## config.mk

```make
export PLATFORM = sky130hd
export DESIGN_NAME = source_text_tokenizer
export DESIGN_NICKNAME = d
export VERILOG_FILES = /design/src/rtl/stt_pkg.sv /design/src/rtl/stt_scan.sv /design/src/rtl/source_text_tokenizer.sv
export SDC_FILE = /design/constraint.sdc
export NUM_CORES = 1
export LEC_CHECK = 0
export ABC_AREA = 1
export BUFFER_PORTS_ARGS = -buffer_cell sky130_fd_sc_hd__buf_2
export CORE_MARGIN = 2
export CORE_UTILIZATION = 45
export CTS_CLUSTER_DIAMETER = 60
export CTS_CLUSTER_SIZE = 16
export DETAILED_ROUTE_END_ITERATION = 8
export PLACE_DENSITY = 0.69
export SLEW_MARGIN = 30
export SYNTH_ARGS = -nofsm -noshare
export SYNTH_HDL_FRONTEND = slang
export SYNTH_SLANG_ARGS = --single-unit
```

## constraint.sdc

```tcl
create_clock -name clk -period 3.99 [get_ports clk]
set_input_delay 0.1995 -clock clk [delete_from_list [all_inputs] [get_ports clk]]
set_output_delay 0.1995 -clock clk [all_outputs]
set_load 0.005 [all_outputs]
```

## src/rtl/stt_pkg.sv

```systemverilog
package stt_pkg;

    // Token kinds as they appear on the result stream
    localparam logic [1:0] KIND_WORD    = 2'd0;
    localparam logic [1:0] KIND_OP      = 2'd1;
    localparam logic [1:0] KIND_BRACKET = 2'd2;
    localparam logic [1:0] KIND_STRING  = 2'd3;

    // Characters with a special role
    localparam logic [7:0] CH_SPACE = 8'h20;
    localparam logic [7:0] CH_TAB   = 8'h09;
    localparam logic [7:0] CH_CR    = 8'h0d;
    localparam logic [7:0] CH_LF    = 8'h0a;
    localparam logic [7:0] CH_QUOTE = 8'h22;
    localparam logic [7:0] CH_STAR  = 8'h2a;
    localparam logic [7:0] CH_SLASH = 8'h2f;
    localparam logic [7:0] CH_UC_A  = 8'h41;
    localparam logic [7:0] CH_UC_Z  = 8'h5a;
    localparam logic [7:0] CASE_OFS = 8'h20;

    // Most results one text byte can cause
    localparam int unsigned MAX_RES = 3;

    // One result beat
    typedef struct packed {
        logic [7:0] ch;
        logic       valid;
        logic       start;
        logic [1:0] kind;
    } stt_res_t;

    // All results of one text byte, handed from the scanner to the output buffer
    typedef struct packed {
        logic [1:0]             count;
        logic                   done;
        stt_res_t [MAX_RES-1:0] res;
    } stt_step_t;

    function automatic logic is_sep(input logic [7:0] c);
        return c inside {CH_SPACE, CH_TAB, CH_CR, CH_LF};
    endfunction

    function automatic logic is_bracket(input logic [7:0] c);
        return c inside {"(", ")", "[", "]", "{", "}"};
    endfunction

    function automatic logic is_opchar(input logic [7:0] c);
        return c inside {"+", "-", "*", "/", "%", "=", "!", "&", "|", ">", "<",
                         8'h5c, ":", ";", CH_QUOTE, 8'h27, "(", ")", "[", "]",
                         "{", "}", ".", ",", "?", "#"};
    endfunction

endpackage

```

## src/rtl/stt_scan.sv

```systemverilog
module stt_scan
    import stt_pkg::*;
(
    input  logic       clk,
    input  logic       rst_n,
    input  logic       fire,
    input  logic [7:0] c,
    input  logic       eot,
    input  logic       lower_en,
    output stt_step_t  step
);

    typedef enum logic [2:0] {
        MODE_IDLE,
        MODE_WORD,
        MODE_OPHOLD,
        MODE_OPSTREAM,
        MODE_STRING,
        MODE_LINECMT,
        MODE_BLOCKCMT
    } mode_t;

    mode_t      mode_reg, mode_next;
    logic [7:0] h0_reg, h0_next;
    logic [7:0] h1_reg, h1_next;
    logic [1:0] hc_reg, hc_next;
    logic       pws_reg, pws_next;

    logic                   c_sep, c_br, c_op, c_run;
    logic                   do_begin, do_cmt;
    logic [1:0]             n_v;
    stt_res_t [MAX_RES-1:0] res_v;

    assign c_sep = is_sep(c);
    assign c_br  = is_bracket(c);
    assign c_op  = is_opchar(c);
    assign c_run = c_op && !c_br;

    // Next state and results for one text byte
    always_comb
    begin
        mode_next = mode_reg;
        h0_next   = h0_reg;
        h1_next   = h1_reg;
        hc_next   = hc_reg;
        pws_next  = pws_reg;
        n_v       = '0;
        res_v     = '0;
        do_begin  = 1'b0;
        do_cmt    = 1'b0;

        case (mode_reg)
            MODE_WORD:
            begin
                if (!c_sep && !c_op)
                begin
                    res_v[n_v] = '{ch: c, valid: 1'b1, start: 1'b0, kind: KIND_WORD};
                    n_v = n_v + 2'd1;
                end
                else
                    do_begin = 1'b1;
            end
            MODE_STRING:
            begin
                res_v[n_v] = '{ch: c, valid: 1'b1, start: 1'b0, kind: KIND_STRING};
                n_v = n_v + 2'd1;
                if (c == CH_QUOTE)
                    mode_next = MODE_IDLE;
            end
            MODE_OPSTREAM:
            begin
                if (c_run)
                begin
                    res_v[n_v] = '{ch: c, valid: 1'b1, start: 1'b0, kind: KIND_OP};
                    n_v = n_v + 2'd1;
                end
                else
                    do_begin = 1'b1;
            end
            MODE_OPHOLD:
            begin
                if (c_run)
                begin
                    if (hc_reg < 2'd2)
                    begin
                        h1_next = c;
                        hc_next = 2'd2;
                    end
                    else
                    begin
                        // run is longer than two: release held bytes and stream
                        res_v[0]  = '{ch: h0_reg, valid: 1'b1, start: 1'b1, kind: KIND_OP};
                        res_v[1]  = '{ch: h1_reg, valid: 1'b1, start: 1'b0, kind: KIND_OP};
                        res_v[2]  = '{ch: c, valid: 1'b1, start: 1'b0, kind: KIND_OP};
                        n_v       = 2'd3;
                        hc_next   = '0;
                        mode_next = MODE_OPSTREAM;
                    end
                end
                else
                begin
                    // run ended: comment opener or plain operator token
                    if (hc_reg == 2'd2 && h0_reg == CH_SLASH && h1_reg == CH_SLASH)
                    begin
                        mode_next = MODE_LINECMT;
                        do_cmt    = 1'b1;
                    end
                    else if (hc_reg == 2'd2 && h0_reg == CH_SLASH && h1_reg == CH_STAR)
                    begin
                        mode_next = MODE_BLOCKCMT;
                        pws_next  = 1'b0;
                        do_cmt    = 1'b1;
                    end
                    else
                    begin
                        if (hc_reg >= 2'd1)
                        begin
                            res_v[n_v] = '{ch: h0_reg, valid: 1'b1, start: 1'b1,
                                           kind: KIND_OP};
                            n_v = n_v + 2'd1;
                        end
                        if (hc_reg >= 2'd2)
                        begin
                            res_v[n_v] = '{ch: h1_reg, valid: 1'b1, start: 1'b0,
                                           kind: KIND_OP};
                            n_v = n_v + 2'd1;
                        end
                        do_begin = 1'b1;
                    end
                    hc_next = '0;
                end
            end
            MODE_LINECMT, MODE_BLOCKCMT:
                do_cmt = 1'b1;
            default:
                do_begin = 1'b1;
        endcase

        // Comment body byte
        if (do_cmt)
        begin
            if (mode_next == MODE_LINECMT)
            begin
                if (c == CH_LF)
                    mode_next = MODE_IDLE;
            end
            else if (pws_next && c == CH_SLASH)
            begin
                mode_next = MODE_IDLE;
                pws_next  = 1'b0;
            end
            else
                pws_next = (c == CH_STAR);
        end

        // First byte of a new token
        if (do_begin)
        begin
            mode_next = MODE_IDLE;
            if (c_br)
            begin
                res_v[n_v] = '{ch: c, valid: 1'b1, start: 1'b1, kind: KIND_BRACKET};
                n_v = n_v + 2'd1;
            end
            else if (c == CH_QUOTE)
            begin
                res_v[n_v] = '{ch: c, valid: 1'b1, start: 1'b1, kind: KIND_STRING};
                n_v = n_v + 2'd1;
                mode_next = MODE_STRING;
            end
            else if (c_op)
            begin
                h0_next   = c;
                hc_next   = 2'd1;
                mode_next = MODE_OPHOLD;
            end
            else if (!c_sep)
            begin
                res_v[n_v] = '{ch: c, valid: 1'b1, start: 1'b1, kind: KIND_WORD};
                n_v = n_v + 2'd1;
                mode_next = MODE_WORD;
            end
        end

        // End of text: flush a held run, return to idle
        if (eot)
        begin
            if (mode_next == MODE_OPHOLD &&
                !(hc_next == 2'd2 && h0_next == CH_SLASH &&
                  (h1_next == CH_SLASH || h1_next == CH_STAR)))
            begin
                if (hc_next >= 2'd1)
                begin
                    res_v[n_v] = '{ch: h0_next, valid: 1'b1, start: 1'b1, kind: KIND_OP};
                    n_v = n_v + 2'd1;
                end
                if (hc_next >= 2'd2)
                begin
                    res_v[n_v] = '{ch: h1_next, valid: 1'b1, start: 1'b0, kind: KIND_OP};
                    n_v = n_v + 2'd1;
                end
            end
            mode_next = MODE_IDLE;
            hc_next   = '0;
            pws_next  = 1'b0;
            // bare end marker when nothing else went out
            if (n_v == 2'd0)
                n_v = 2'd1;
        end

        // Lower-case A-Z outside strings when lower_en is set
        for (int i = 0; i < MAX_RES; i++)
        begin
            if (lower_en && res_v[i].valid && res_v[i].kind != KIND_STRING &&
                res_v[i].ch inside {[CH_UC_A:CH_UC_Z]})
                res_v[i].ch = res_v[i].ch + CASE_OFS;
        end
    end

    assign step.count = n_v;
    assign step.done  = eot;
    assign step.res   = res_v;

    // Scanner state, advanced on every accepted byte
    always_ff @(posedge clk or negedge rst_n)
    begin
        if (!rst_n)
        begin
            mode_reg <= MODE_IDLE;
            hc_reg   <= '0;
            pws_reg  <= 1'b0;
        end
        else if (fire)
        begin
            mode_reg <= mode_next;
            hc_reg   <= hc_next;
            pws_reg  <= pws_next;
        end
    end

    // Held operator bytes carry no reset
    always_ff @(posedge clk)
    begin
        if (fire)
        begin
            h0_reg <= h0_next;
            h1_reg <= h1_next;
        end
    end

endmodule

```

## src/rtl/source_text_tokenizer.sv

```systemverilog
// Channel   | Dir | Beat contents
// s_*       | in  | tdata[7:0] text_byte; tlast end_of_text
// m_*       | out | tdata[7:0] token_char; tlast last_result;
//           |     | tuser[0] char_valid, [1] token_start, [3:2] token_kind, [4] text_done
// cfg_*     | in  | cfg_wr_data lower_case_enable, written when cfg_wr_en is high
//
// A text byte is scanned in the cycle it is accepted and its 0 to 3 result beats are
// loaded into a three-entry result register; they leave one beat per cycle while
// m_tready is high. A byte is taken when the register is empty or its last beat
// leaves, so with m_tready high bytes of at most one result flow one per cycle and a
// byte of 2 or 3 results stalls input until its last beat leaves. Reset (rst_n low,
// async) empties the register, sets the scanner idle, clears lower_case_enable.
module source_text_tokenizer
    import stt_pkg::*;
(
    input  logic       clk,
    input  logic       rst_n,
    input  logic       cfg_wr_en,
    input  logic       cfg_wr_data,    // lower_case_enable
    input  logic       s_tvalid,
    output logic       s_tready,
    input  logic [7:0] s_tdata,        // [7:0] text_byte
    input  logic       s_tlast,        // end_of_text
    output logic       m_tvalid,
    input  logic       m_tready,
    output logic [7:0] m_tdata,        // [7:0] token_char
    output logic       m_tlast,        // last_result
    output logic [4:0] m_tuser         // [0] char_valid, [1] token_start,
                                       // [3:2] token_kind, [4] text_done
);

    logic                   lower_en_reg;
    stt_res_t [MAX_RES-1:0] buf_reg;
    logic [1:0]             left_reg;
    logic [1:0]             rd_reg;
    logic                   done_reg;

    stt_step_t step;
    stt_res_t  cur;
    logic      s_fire, m_fire;

    assign m_tvalid = (left_reg != 2'd0);
    assign s_tready = (left_reg == 2'd0) || (left_reg == 2'd1 && m_tready);
    assign s_fire   = s_tvalid && s_tready;
    assign m_fire   = m_tvalid && m_tready;

    stt_scan u_scan (
        .clk      (clk),
        .rst_n    (rst_n),
        .fire     (s_fire),
        .c        (s_tdata),
        .eot      (s_tlast),
        .lower_en (lower_en_reg),
        .step     (step)
    );

    // Configuration register
    always_ff @(posedge clk or negedge rst_n)
    begin
        if (!rst_n)
            lower_en_reg <= 1'b0;
        else if (cfg_wr_en)
            lower_en_reg <= cfg_wr_data;
    end

    // Result register control: load on a new byte, else count down beats
    always_ff @(posedge clk or negedge rst_n)
    begin
        if (!rst_n)
        begin
            left_reg <= '0;
            rd_reg   <= '0;
            done_reg <= 1'b0;
        end
        else if (s_fire)
        begin
            left_reg <= step.count;
            rd_reg   <= '0;
            done_reg <= step.done;
        end
        else if (m_fire)
        begin
            left_reg <= left_reg - 2'd1;
            rd_reg   <= rd_reg + 2'd1;
        end
    end

    // Result payload
    always_ff @(posedge clk)
    begin
        if (s_fire)
            buf_reg <= step.res;
    end

    // Output beat
    always_comb
    begin
        case (rd_reg)
            2'd0:    cur = buf_reg[0];
            2'd1:    cur = buf_reg[1];
            2'd2:    cur = buf_reg[2];
            default: cur = buf_reg[0];
        endcase
    end

    assign m_tdata = cur.ch;
    assign m_tlast = (left_reg == 2'd1);
    assign m_tuser = {done_reg && (left_reg == 2'd1), cur.kind, cur.start, cur.valid};

    // A byte is only taken when at most the last beat is pending
    assert property (@(posedge clk) disable iff (!rst_n)
        s_fire |-> (left_reg <= 2'd1))
        else $error("byte accepted over pending results");

    // End of text always yields at least one beat
    assert property (@(posedge clk) disable iff (!rst_n)
        (s_fire && s_tlast) |=> m_tvalid)
        else $error("end of text produced no beat");

    // text_done only on the last beat of a byte
    assert property (@(posedge clk) disable iff (!rst_n)
        (m_tvalid && m_tuser[4]) |-> m_tlast)
        else $error("text_done away from last beat");

    // A bare end marker only closes the text
    assert property (@(posedge clk) disable iff (!rst_n)
        (m_tvalid && !m_tuser[0]) |-> (m_tuser[4] && m_tlast && !m_tuser[1]))
        else $error("bare marker outside end of text");

endmodule

```

# After elaboration in Yosys (flattened, before gate mapping)
# Cells that the tools add are included.
# classes
reduce_logical	44
n_lt_le_gt_ge	19
n_mux	122
eq_ne	52
addsub	9
# op_table
cell	n
two-way mux 36 bit	16
bitwise mux 36 bit	6
== test 8 x 6 -> 1 bit, second input constant	27
two-way mux 12 bit	11
demux 12 bit (select 2 bit)	4
two-way mux 8 bit	10
two-way mux 2 bit	34
== test 8 x 7 -> 1 bit, second input constant	6
case mux 12 bit (4 select lines)	1
two-way mux 3 bit	14
logical AND 1 bit	29
nonzero test 26 bit	1
adder 8 x 6 -> 8 bit, second input constant	3
== test 8 x 4 -> 1 bit, second input constant	3
>= comparator 8 x 7 -> 1 bit, second input constant	3
<= comparator 8 x 7 -> 1 bit, second input constant	3
two-way mux 24 bit	1
case mux 12 bit (2 select lines)	1
two-way mux 1 bit	20
== test 3 bit, second input constant	4
>= comparator 2 x 1 -> 1 bit, second input constant	6
less-than comparator 2 x 3 -> 1 bit, second input constant	4
adder 2 x 1 -> 2 bit, second input constant	5
== test 3 x 2 -> 1 bit, second input constant	3
other kinds (19)	31
# word_totals
out_inout_bits	16
reg_bits	64
input_bits	15

# Depth between registers and ports, before layout
# Gate-level depths: netlist (run 1).
# logic_depth
ltp_word	35
depth_mapped	40
mapped_depth_nobuf	38

# By module
# A second synthesis (run 1) with hierarchy kept.
# unflattened
hier_cells	886
area_unflattened_um2	5806.8
# modules_own_cells
module	area_each_um2	seq_area_each_um2	cells_per_inst	n_inst
stt_scan	4096.4	630.6	751	1
source_text_tokenizer	1710.4	1231.2	135	1

# Worst setup path before layout (run 1)
# OpenSTA, ideal clock, no wires.
# synth_timing
kind	input to register
from	input s_tdata[4]
to	register buf_reg[34] in the netlist's numbering (data pin)
path_buffers	3
slack_ns	-0.296
t_arrival_ns	4.033
stages	30
cell_sequence	buf_2 > inv_2 > nor3_2 > nand2_1 > o21ai_2 > nor2_2 > nand3_4 > nand2_4 > buf_6 > o21ai_0 > nor2_1 > nand2_1 > inv_1 > ha_1 > inv_1 > o21ai_2 > inv_1 > ha_1 > inv_1 > nand2_1 > o21ai_2 > ha_1 > nand2_1 > clkbuf_1 > a21oi_1 > o21ai_2 > inv_1 > ha_1 > nand4_1 > nand2_1
# synth_lines
element	line	text
start: declaration	source_text_tokenizer.sv:22	input logic [7:0] s_tdata,
end signal: assignment	source_text_tokenizer.sv:92	buf_reg <= step.res;
end: declaration	source_text_tokenizer.sv:33	stt_res_t [MAX_RES-1:0] buf_reg;

==> impl_metrics.toml, run 1 <==
[routing]
vias = 6853
drt_iter0_drc = 770
drtAntennaViolNets = 0
vias_per_cell = 5.38
firstDrtPassIters = 5
finalWirelength_um = 21000
drt-wirelength-per-cell_um = 16.5
drcViolationCount = 0

[timing]
tightest_slew_ps = 728
finalSetupViolations = 0
fin_skew_ps = 12.3
drv_slew = 0
hold_violations = 0
maxSlewHeadroom_pct = 51.4
fin_setup_tns_ps = 0
final.min_clock_period_ps = 3900
rsz0062_at_grt = "true"
fmax_mhz = 257
finalCritPeriodShare_pct = 97.7

[floorplan]
num_rows = 42
die-area_sq_mm = 0.0142
fp.dieH_um = 119
ioPinCount = 31
coreArea_sq_mm = 0.0131
dieWidth_um = 119
initial_utilization_pct = 45.6

[min_path]
min_path_type = "input port to flip-flop"

[final_layout]
drive_above_1_share_pct = 37.3
antennaDiodeCount = 0
fillerInstances = 1163
largest_reg_flops = 36
regArea_sq_mm = 0.00187
area_delta_synth_final_pct = 41.6
multiInputGateArea_sq_mm = 0.00395
fin_nets = 1124
fin_area_sq_mm = 0.00848

[global_routing]
grt_pass1_vias = 6375
grt_pass1_wl_um = 32300
grt_usage_pct = 29.3
grt_max_degree = 41
grt_overflow = 0
antenna_found_initial = 0

[clocking]
root_buffer = "clkbuf_16"
cts-htree-levels = 3
cts_tree = "done"
insertion_delay_ps = 340
clk_path_buf_depth = 2
cts_buffers = 9
clock-sinks = 64
path_clk_slew_ps = 60

[setup_path]
worst_ep_required_time_ps = 4080
crit_arrival_ps = 3990
cp-end-kind = "flip-flop"
cp-start-kind = "flip-flop"
cp_max_fo = 5
criticalPathCategory = "flip-flop to flip-flop"

[synth]
netlist_area_sq_mm = 0.00599
ys.flop_type = "edfxtp_1"
yosysMostFrequentCell = "nand2_1"
yosysUniqueCellTypes = 48
syn_nets = 919
synth_cells = 888
ys_seq_area_share_pct = 31.1
synth_edf_count = 52
synth-seq-cells = 64
synth-async-reset-ratio_pct = 18.8
ys_top_cells_by_area = "edfxtp_1 (26%), nand2_1 (17%), inv_1 (6.6%)"
synth_top_area_share_pct = 26.1
synth_commonest_cells = "nand2_1 (267), inv_1 (105), nor2_1 (103)"
syn_area_per_cell_sq_um = 6.74
yosys_warnings = 0
yosys.area.top_type = "edfxtp_1"

[placement]
dp_hpwl_um = 16100
port-buffer-count = 30
dpl_cell_area_sq_mm = 0.00759
place_congestion = 0.976

[flow_run]
maxCapViolCount = 0

[pwr]
power_frac_seq_pct = 17.1
p_leak_nw = 4.16
pwr-share-comb_pct = 70.0
power_frac_clock_pct = 13.0
intPower_mw = 3.44
power.switching_mw = 3.14
swShare_pct = 47.7
powerDensity_mw_per_mm2 = 776
vdd_drop_max_mv = 0.397

[status]
status = "finished, final reports clean"
-- logic make-up after synthesis --
group,count (synthesis),share of synthesized area (%)
XOR/XNOR,2,0.293
AND/OR/NAND/NOR,530,40.8
flip-flops,64,31.1
adder cells (fa/ha/maj),16,3.34
buffers and inverters,144,10.3
multiplexers,1,0.188
AO/OA/AOI/OAI,131,14.0
-- worst paths after layout --
kind,start,endpoint,slack [ps],cells past startpoint
worst max-delay path,u_scan.h1_reg[7]$_DFFE_PP_,buf_reg[10]$_DFFE_PP_,90,27
max in group asynchronous,rst_n,u_scan.mode_reg[0]$_DFFE_PN0P_,3450,2
worst min register to register,done_reg$_DFFE_PN0P_,done_reg$_DFFE_PN0P_,510,2
min in group asynchronous,rst_n,u_scan.pws_reg$_DFFE_PN0P_,280,2
worst min-delay path,cfg_wr_data,lower_en_reg$_DFFE_PN0P_,90,2
worst max register to register,u_scan.h1_reg[7]$_DFFE_PP_,buf_reg[10]$_DFFE_PP_,90,27
-- power by group through the flow --
| stage | Sequential [mW] | Clock, mW | Combinational (mW) |
|---|---|---|---|
| 2_1_floorplan | 1.10 | 0 | 2.36 |
| 5_1_grt | 1.14 | 0.887 | 5.03 |
| 3_5_place_dp | 1.12 | 0 | 3.87 |
| 4_1_cts | 1.11 | 0.856 | 3.93 |
| 3_3_place_gp | 1.12 | 0 | 3.85 |
| 6_report | 1.12 | 0.853 | 4.60 |
-- area by class of cell --
type | count | area share, %
Timing Repair Buffer | 214 | 19.3
Clock buffer | 9 | 2.66
Clock inverter | 7 | 1.12
Tap cell | 176 | 2.60
Multi-Input combinational cell | 681 | 46.6
Sequential cell | 64 | 22.0
Inverter | 123 | 5.74
-- per-layer routing --
metal / part of all wire [%] / routed length [um] / GRT usage, %
met2: 47 / 9880 / 48.6
met4: 4.7 / 980 / 13.9
met5: 0 / 0 / 0
met3: 7.5 / 1580 / 4.93
met1: 41 / 8570 / 37.1
-- per-stage QoR --
step | hold slack (ps) | worst slack [ps] | util (%) | power, mW | instances
2_1_floorplan | -96.1 | 1.33 | - | 3.46 | 888
3_3_place_gp | 102 | -112 | 57.8 | 4.97 | 1238
3_5_place_dp | 112 | -239 | 57.8 | 4.99 | 1238
4_1_cts | 95.4 | 13.6 | 60.5 | 5.89 | 1256
5_1_grt | 117 | -109 | 64.5 | 7.06 | 1274
6_report | 94.5 | 92.7 | 64.5 | 6.58 | 1274
-- cells in the final DEF (no fill, tap or decap), types with 4 or more instances in the layout --
cell / n
o22ai_1: 16
nand4_1: 17
nand3_2: 13
o21ai_4: 4
buf_2: 26
o21ai_2: 10
nor2_1: 85
nor2_4: 10
nand3_1: 54
nor2_2: 22
a21oi_1: 35
inv_4: 5
buf_6: 7
buf_4: 172
a22oi_1: 4
edfxtp_1: 52
nand2_2: 40
o21ai_1: 12
inv_1: 92
a32oi_1: 4
ha_1: 11
inv_2: 25
clkbuf_16: 9
nor3_1: 16
nand2_1: 242
a21oi_4: 6
nand2_4: 16
buf_12: 5
dfrtp_1: 9
nand3_4: 4
o21ai_0: 27
ha_4: 4
-- repair_timing --
action,in CTS,in global routing
pin swaps,3,52
gates resized for setup,4,107
cloned,0,1
hold endpoints to repair,12,0
buffers inserted,1,18
setup endpoints to repair,8,9
hold buffers,1,0
-- worst max-delay path: stages (launching register included) --
cell and delay (ps):
edfxtp_1 450, nor4_4 320, buf_4 190, nand2_4 60, a21oi_4 170, nor2_1 100, a21oi_4 170, nand2_4 80
nand2_4 80, nand2_1 70, o21ai_2 70, inv_2 80, ha_4 260, inv_2 30, nand2_2 70, o21ai_4 70
inv_2 90, ha_2 190, nand2_4 90, buf_4 160, o22ai_1 160, nand3_1 110, nand2_2 130, nor2_1 70
nand3_2 80, nand4_1 130, nand2_1 100, nand2_1 50
(Power assumes the default switching activity.)
==> run 2: changes to the inputs <==
--- a/config.mk
+++ b/config.mk
@@ -13,7 +13,7 @@
 export CTS_CLUSTER_SIZE = 16
 export DETAILED_ROUTE_END_ITERATION = 8
 export PLACE_DENSITY = 0.69
-export SLEW_MARGIN = 30
+export REMOVE_ABC_BUFFERS = 1
 export SYNTH_ARGS = -nofsm -noshare
 export SYNTH_HDL_FRONTEND = slang
 export SYNTH_SLANG_ARGS = --single-unit
==> constraint.sdc (replaced) <==
create_clock -name clk -period 3.3 [get_ports clk]
set_input_delay 0.165 -clock clk [delete_from_list [all_inputs] [get_ports clk]]
set_output_delay 0.165 -clock clk [all_outputs]
set_load 0.005 [all_outputs]
==> run 2 against run 1 <==
  * The flow now finishes with violations (setup timing)
  * Clock power is 2% higher
  * Die area stayed put
  * Wire length up 4.5%
  * Register-to-register slack got worse by 800 ps
  * Final area rose by 8.2%
  * Flip-flop and latch count did not move
  * First-iteration DRC count shrank 14%
  * Via count is 4.4% higher
  * Maximum frequency is 2.7% lower
  * Power up 26%
  * Utilization increased by 5.3 points
==> impl_metrics.toml, run 2 (synthesis results as in run 1) <==
[routing]
vias_per_cell = 5.20
firstDrtPassIters = 6
drcViolationCount = 0
drt_iter0_drc = 666
finalWirelength_um = 22000
drt-wirelength-per-cell_um = 16.0
vias = 7152
drtAntennaViolNets = 0

[global_routing]
grt_pass1_vias = 6789
grt_overflow = 0
grt_max_degree = 39
grt_pass1_wl_um = 34000
antenna_found_initial = 0
grt_usage_pct = 30.5

[placement]
post-place-ws_ps = -1020
place_congestion = 1.02
port-buffer-count = 30
dp_hpwl_um = 16800

[min_path]
min_to = "lower_en_reg$_DFFE_PN0P_"
min_path_type = "input port to flip-flop"
min_from = "cfg_wr_data"
holdPathStages = 2

[setup_path]
critical-path-top-delay-family = "simple AND/OR/NAND/NOR gates"
crit_arrival_ps = 4090
cp_max_fo = 6
reg2reg_from = "u_scan.h1_reg[4]$_DFFE_PP_"
r2r_end = "buf_reg[34]$_DFFE_PP_"
crit_path_top_delay_cell = "edfxtp_1"
r2r_cells = 28
cp-start-kind = "flip-flop"
criticalPathCategory = "flip-flop to flip-flop"
crit_buf_inv = 6
cp-end-kind = "flip-flop"
max_stage_delay_ps = 430
r2r_slack_ps = -700
worst_ep_required_time_ps = 3390

[clocking]
clock-sinks = 64
cts_tree = "done"
path_clk_slew_ps = 60
cts_buffers = 9
clk_path_buf_depth = 2
root_buffer = "clkbuf_16"
cts-htree-levels = 3
insertion_delay_ps = 340

[final_layout]
drive_above_1_share_pct = 42.0
antennaDiodeCount = 0
final_cell_mix = "buf_4 (259), nand2_1 (240), inv_1 (97)"
largest_reg_flops = 36
fin_nets = 1226
multiInputGateArea_sq_mm = 0.00390
regArea_sq_mm = 0.00186
area_delta_synth_final_pct = 53.2
fillerInstances = 1057
final_common_cell = "buf_4"

[floorplan]
dieWidth_um = 119
initial_utilization_pct = 45.6
ioPinCount = 31
coreArea_sq_mm = 0.0131
die-area_sq_mm = 0.0142
fp.dieH_um = 119
num_rows = 42

[status]
violations = "setup timing"
status = "finished, violations left"

[timing]
final.min_clock_period_ps = 4000
hold_violations = 0
finalSetupViolations = 33
finalWorstSetupSlack_ps = -705
fin_skew_ps = 13.5
fmax_mhz = 250
drv_slew = 0
tightest_slew_ps = 481
rsz0062_at_grt = "true"
finalCritPeriodShare_pct = 121
maxSlewHeadroom_pct = 67.5

[pwr]
powerDensity_mw_per_mm2 = 901
vdd_drop_max_mv = 0.419
fin_total_pwr_mw = 8.26
p_leak_nw = 4.71

[flow_run]
maxCapViolCount = 0
run 2: cell type report:
class / instances / share of cell area, %
clock inverters: 6 / 0.396
flip-flops and latches: 64 / 20.3
clock buffers: 10 / 2.50
repair buffers: 317 / 26.7
well taps: 176 / 2.40
inverters: 123 / 5.16
multi-input cells: 680 / 42.5
run 2: worst max path at each step:
stage / end / start / depth (start not counted)
6_report: buf_reg[34]$_DFFE_PP_ / u_scan.h1_reg[4]$_DFFE_PP_ / 28
5_1_grt: buf_reg[10]$_DFFE_PP_ / s_tdata[4] / 34
4_1_cts: buf_reg[22]$_DFFE_PP_ / u_scan.h1_reg[6]$_DFFE_PP_ / 29
3_5_place_dp: buf_reg[22]$_DFFE_PP_ / s_tdata[6] / 34
3_3_place_gp: buf_reg[22]$_DFFE_PP_ / s_tdata[7] / 34
2_1_floorplan: buf_reg[22]$_DFFE_PP_ / s_tdata[7] / 34
run 2: where the power goes:
part	switching, mW	total, mW	internal (mW)
sequential	0.108	1.33	1.22
combinational	3.32	6.06	2.74
clock	0.367	0.870	0.504
total	3.80	8.26	4.46
run 2: what timing repair did:
action,CTS,global route
hold buffers,1,0
buffers inserted,24,11
endpoints found under the setup margin,35,35
gates resized for setup,82,53
hold endpoints to repair,12,0
pin swaps,48,15
gates cloned,1,0
run 2: metrics by stage:
step           util, %  hold slack [ps]  area [sq um]  TNS, ps  std cells
6_report          69.8             69.4          9170   -12160       1376
3_5_place_dp      62.2             71.8          8180   -23200       1329
2_1_floorplan        -             -131          5840   -11700        867
5_1_grt           69.8             78.4          9170   -18220       1376
4_1_cts           68.2             64.1          8950    -8040       1369
3_3_place_gp      62.2             61.9          8180   -20210       1329
run 2: layer usage:
metal | global-route usage, % | routed length [um] | vias up
met4 | 14.7 | 1060 | 0
met5 | 0 | 0 | -
met3 | 3.35 | 1180 | 78
met2 | 52.4 | 10500 | 266
li1 | - | - | 3530
met1 | 38.2 | 9190 | 3278
run 2: worst reg2reg max path, delay by kind of cell, from the launching register on:
family	cells	cell delay [ps]
simple gates	16	1660
compound gates	3	390
buf+inv	6	650
flops	1	430
fa+ha+maj	3	650
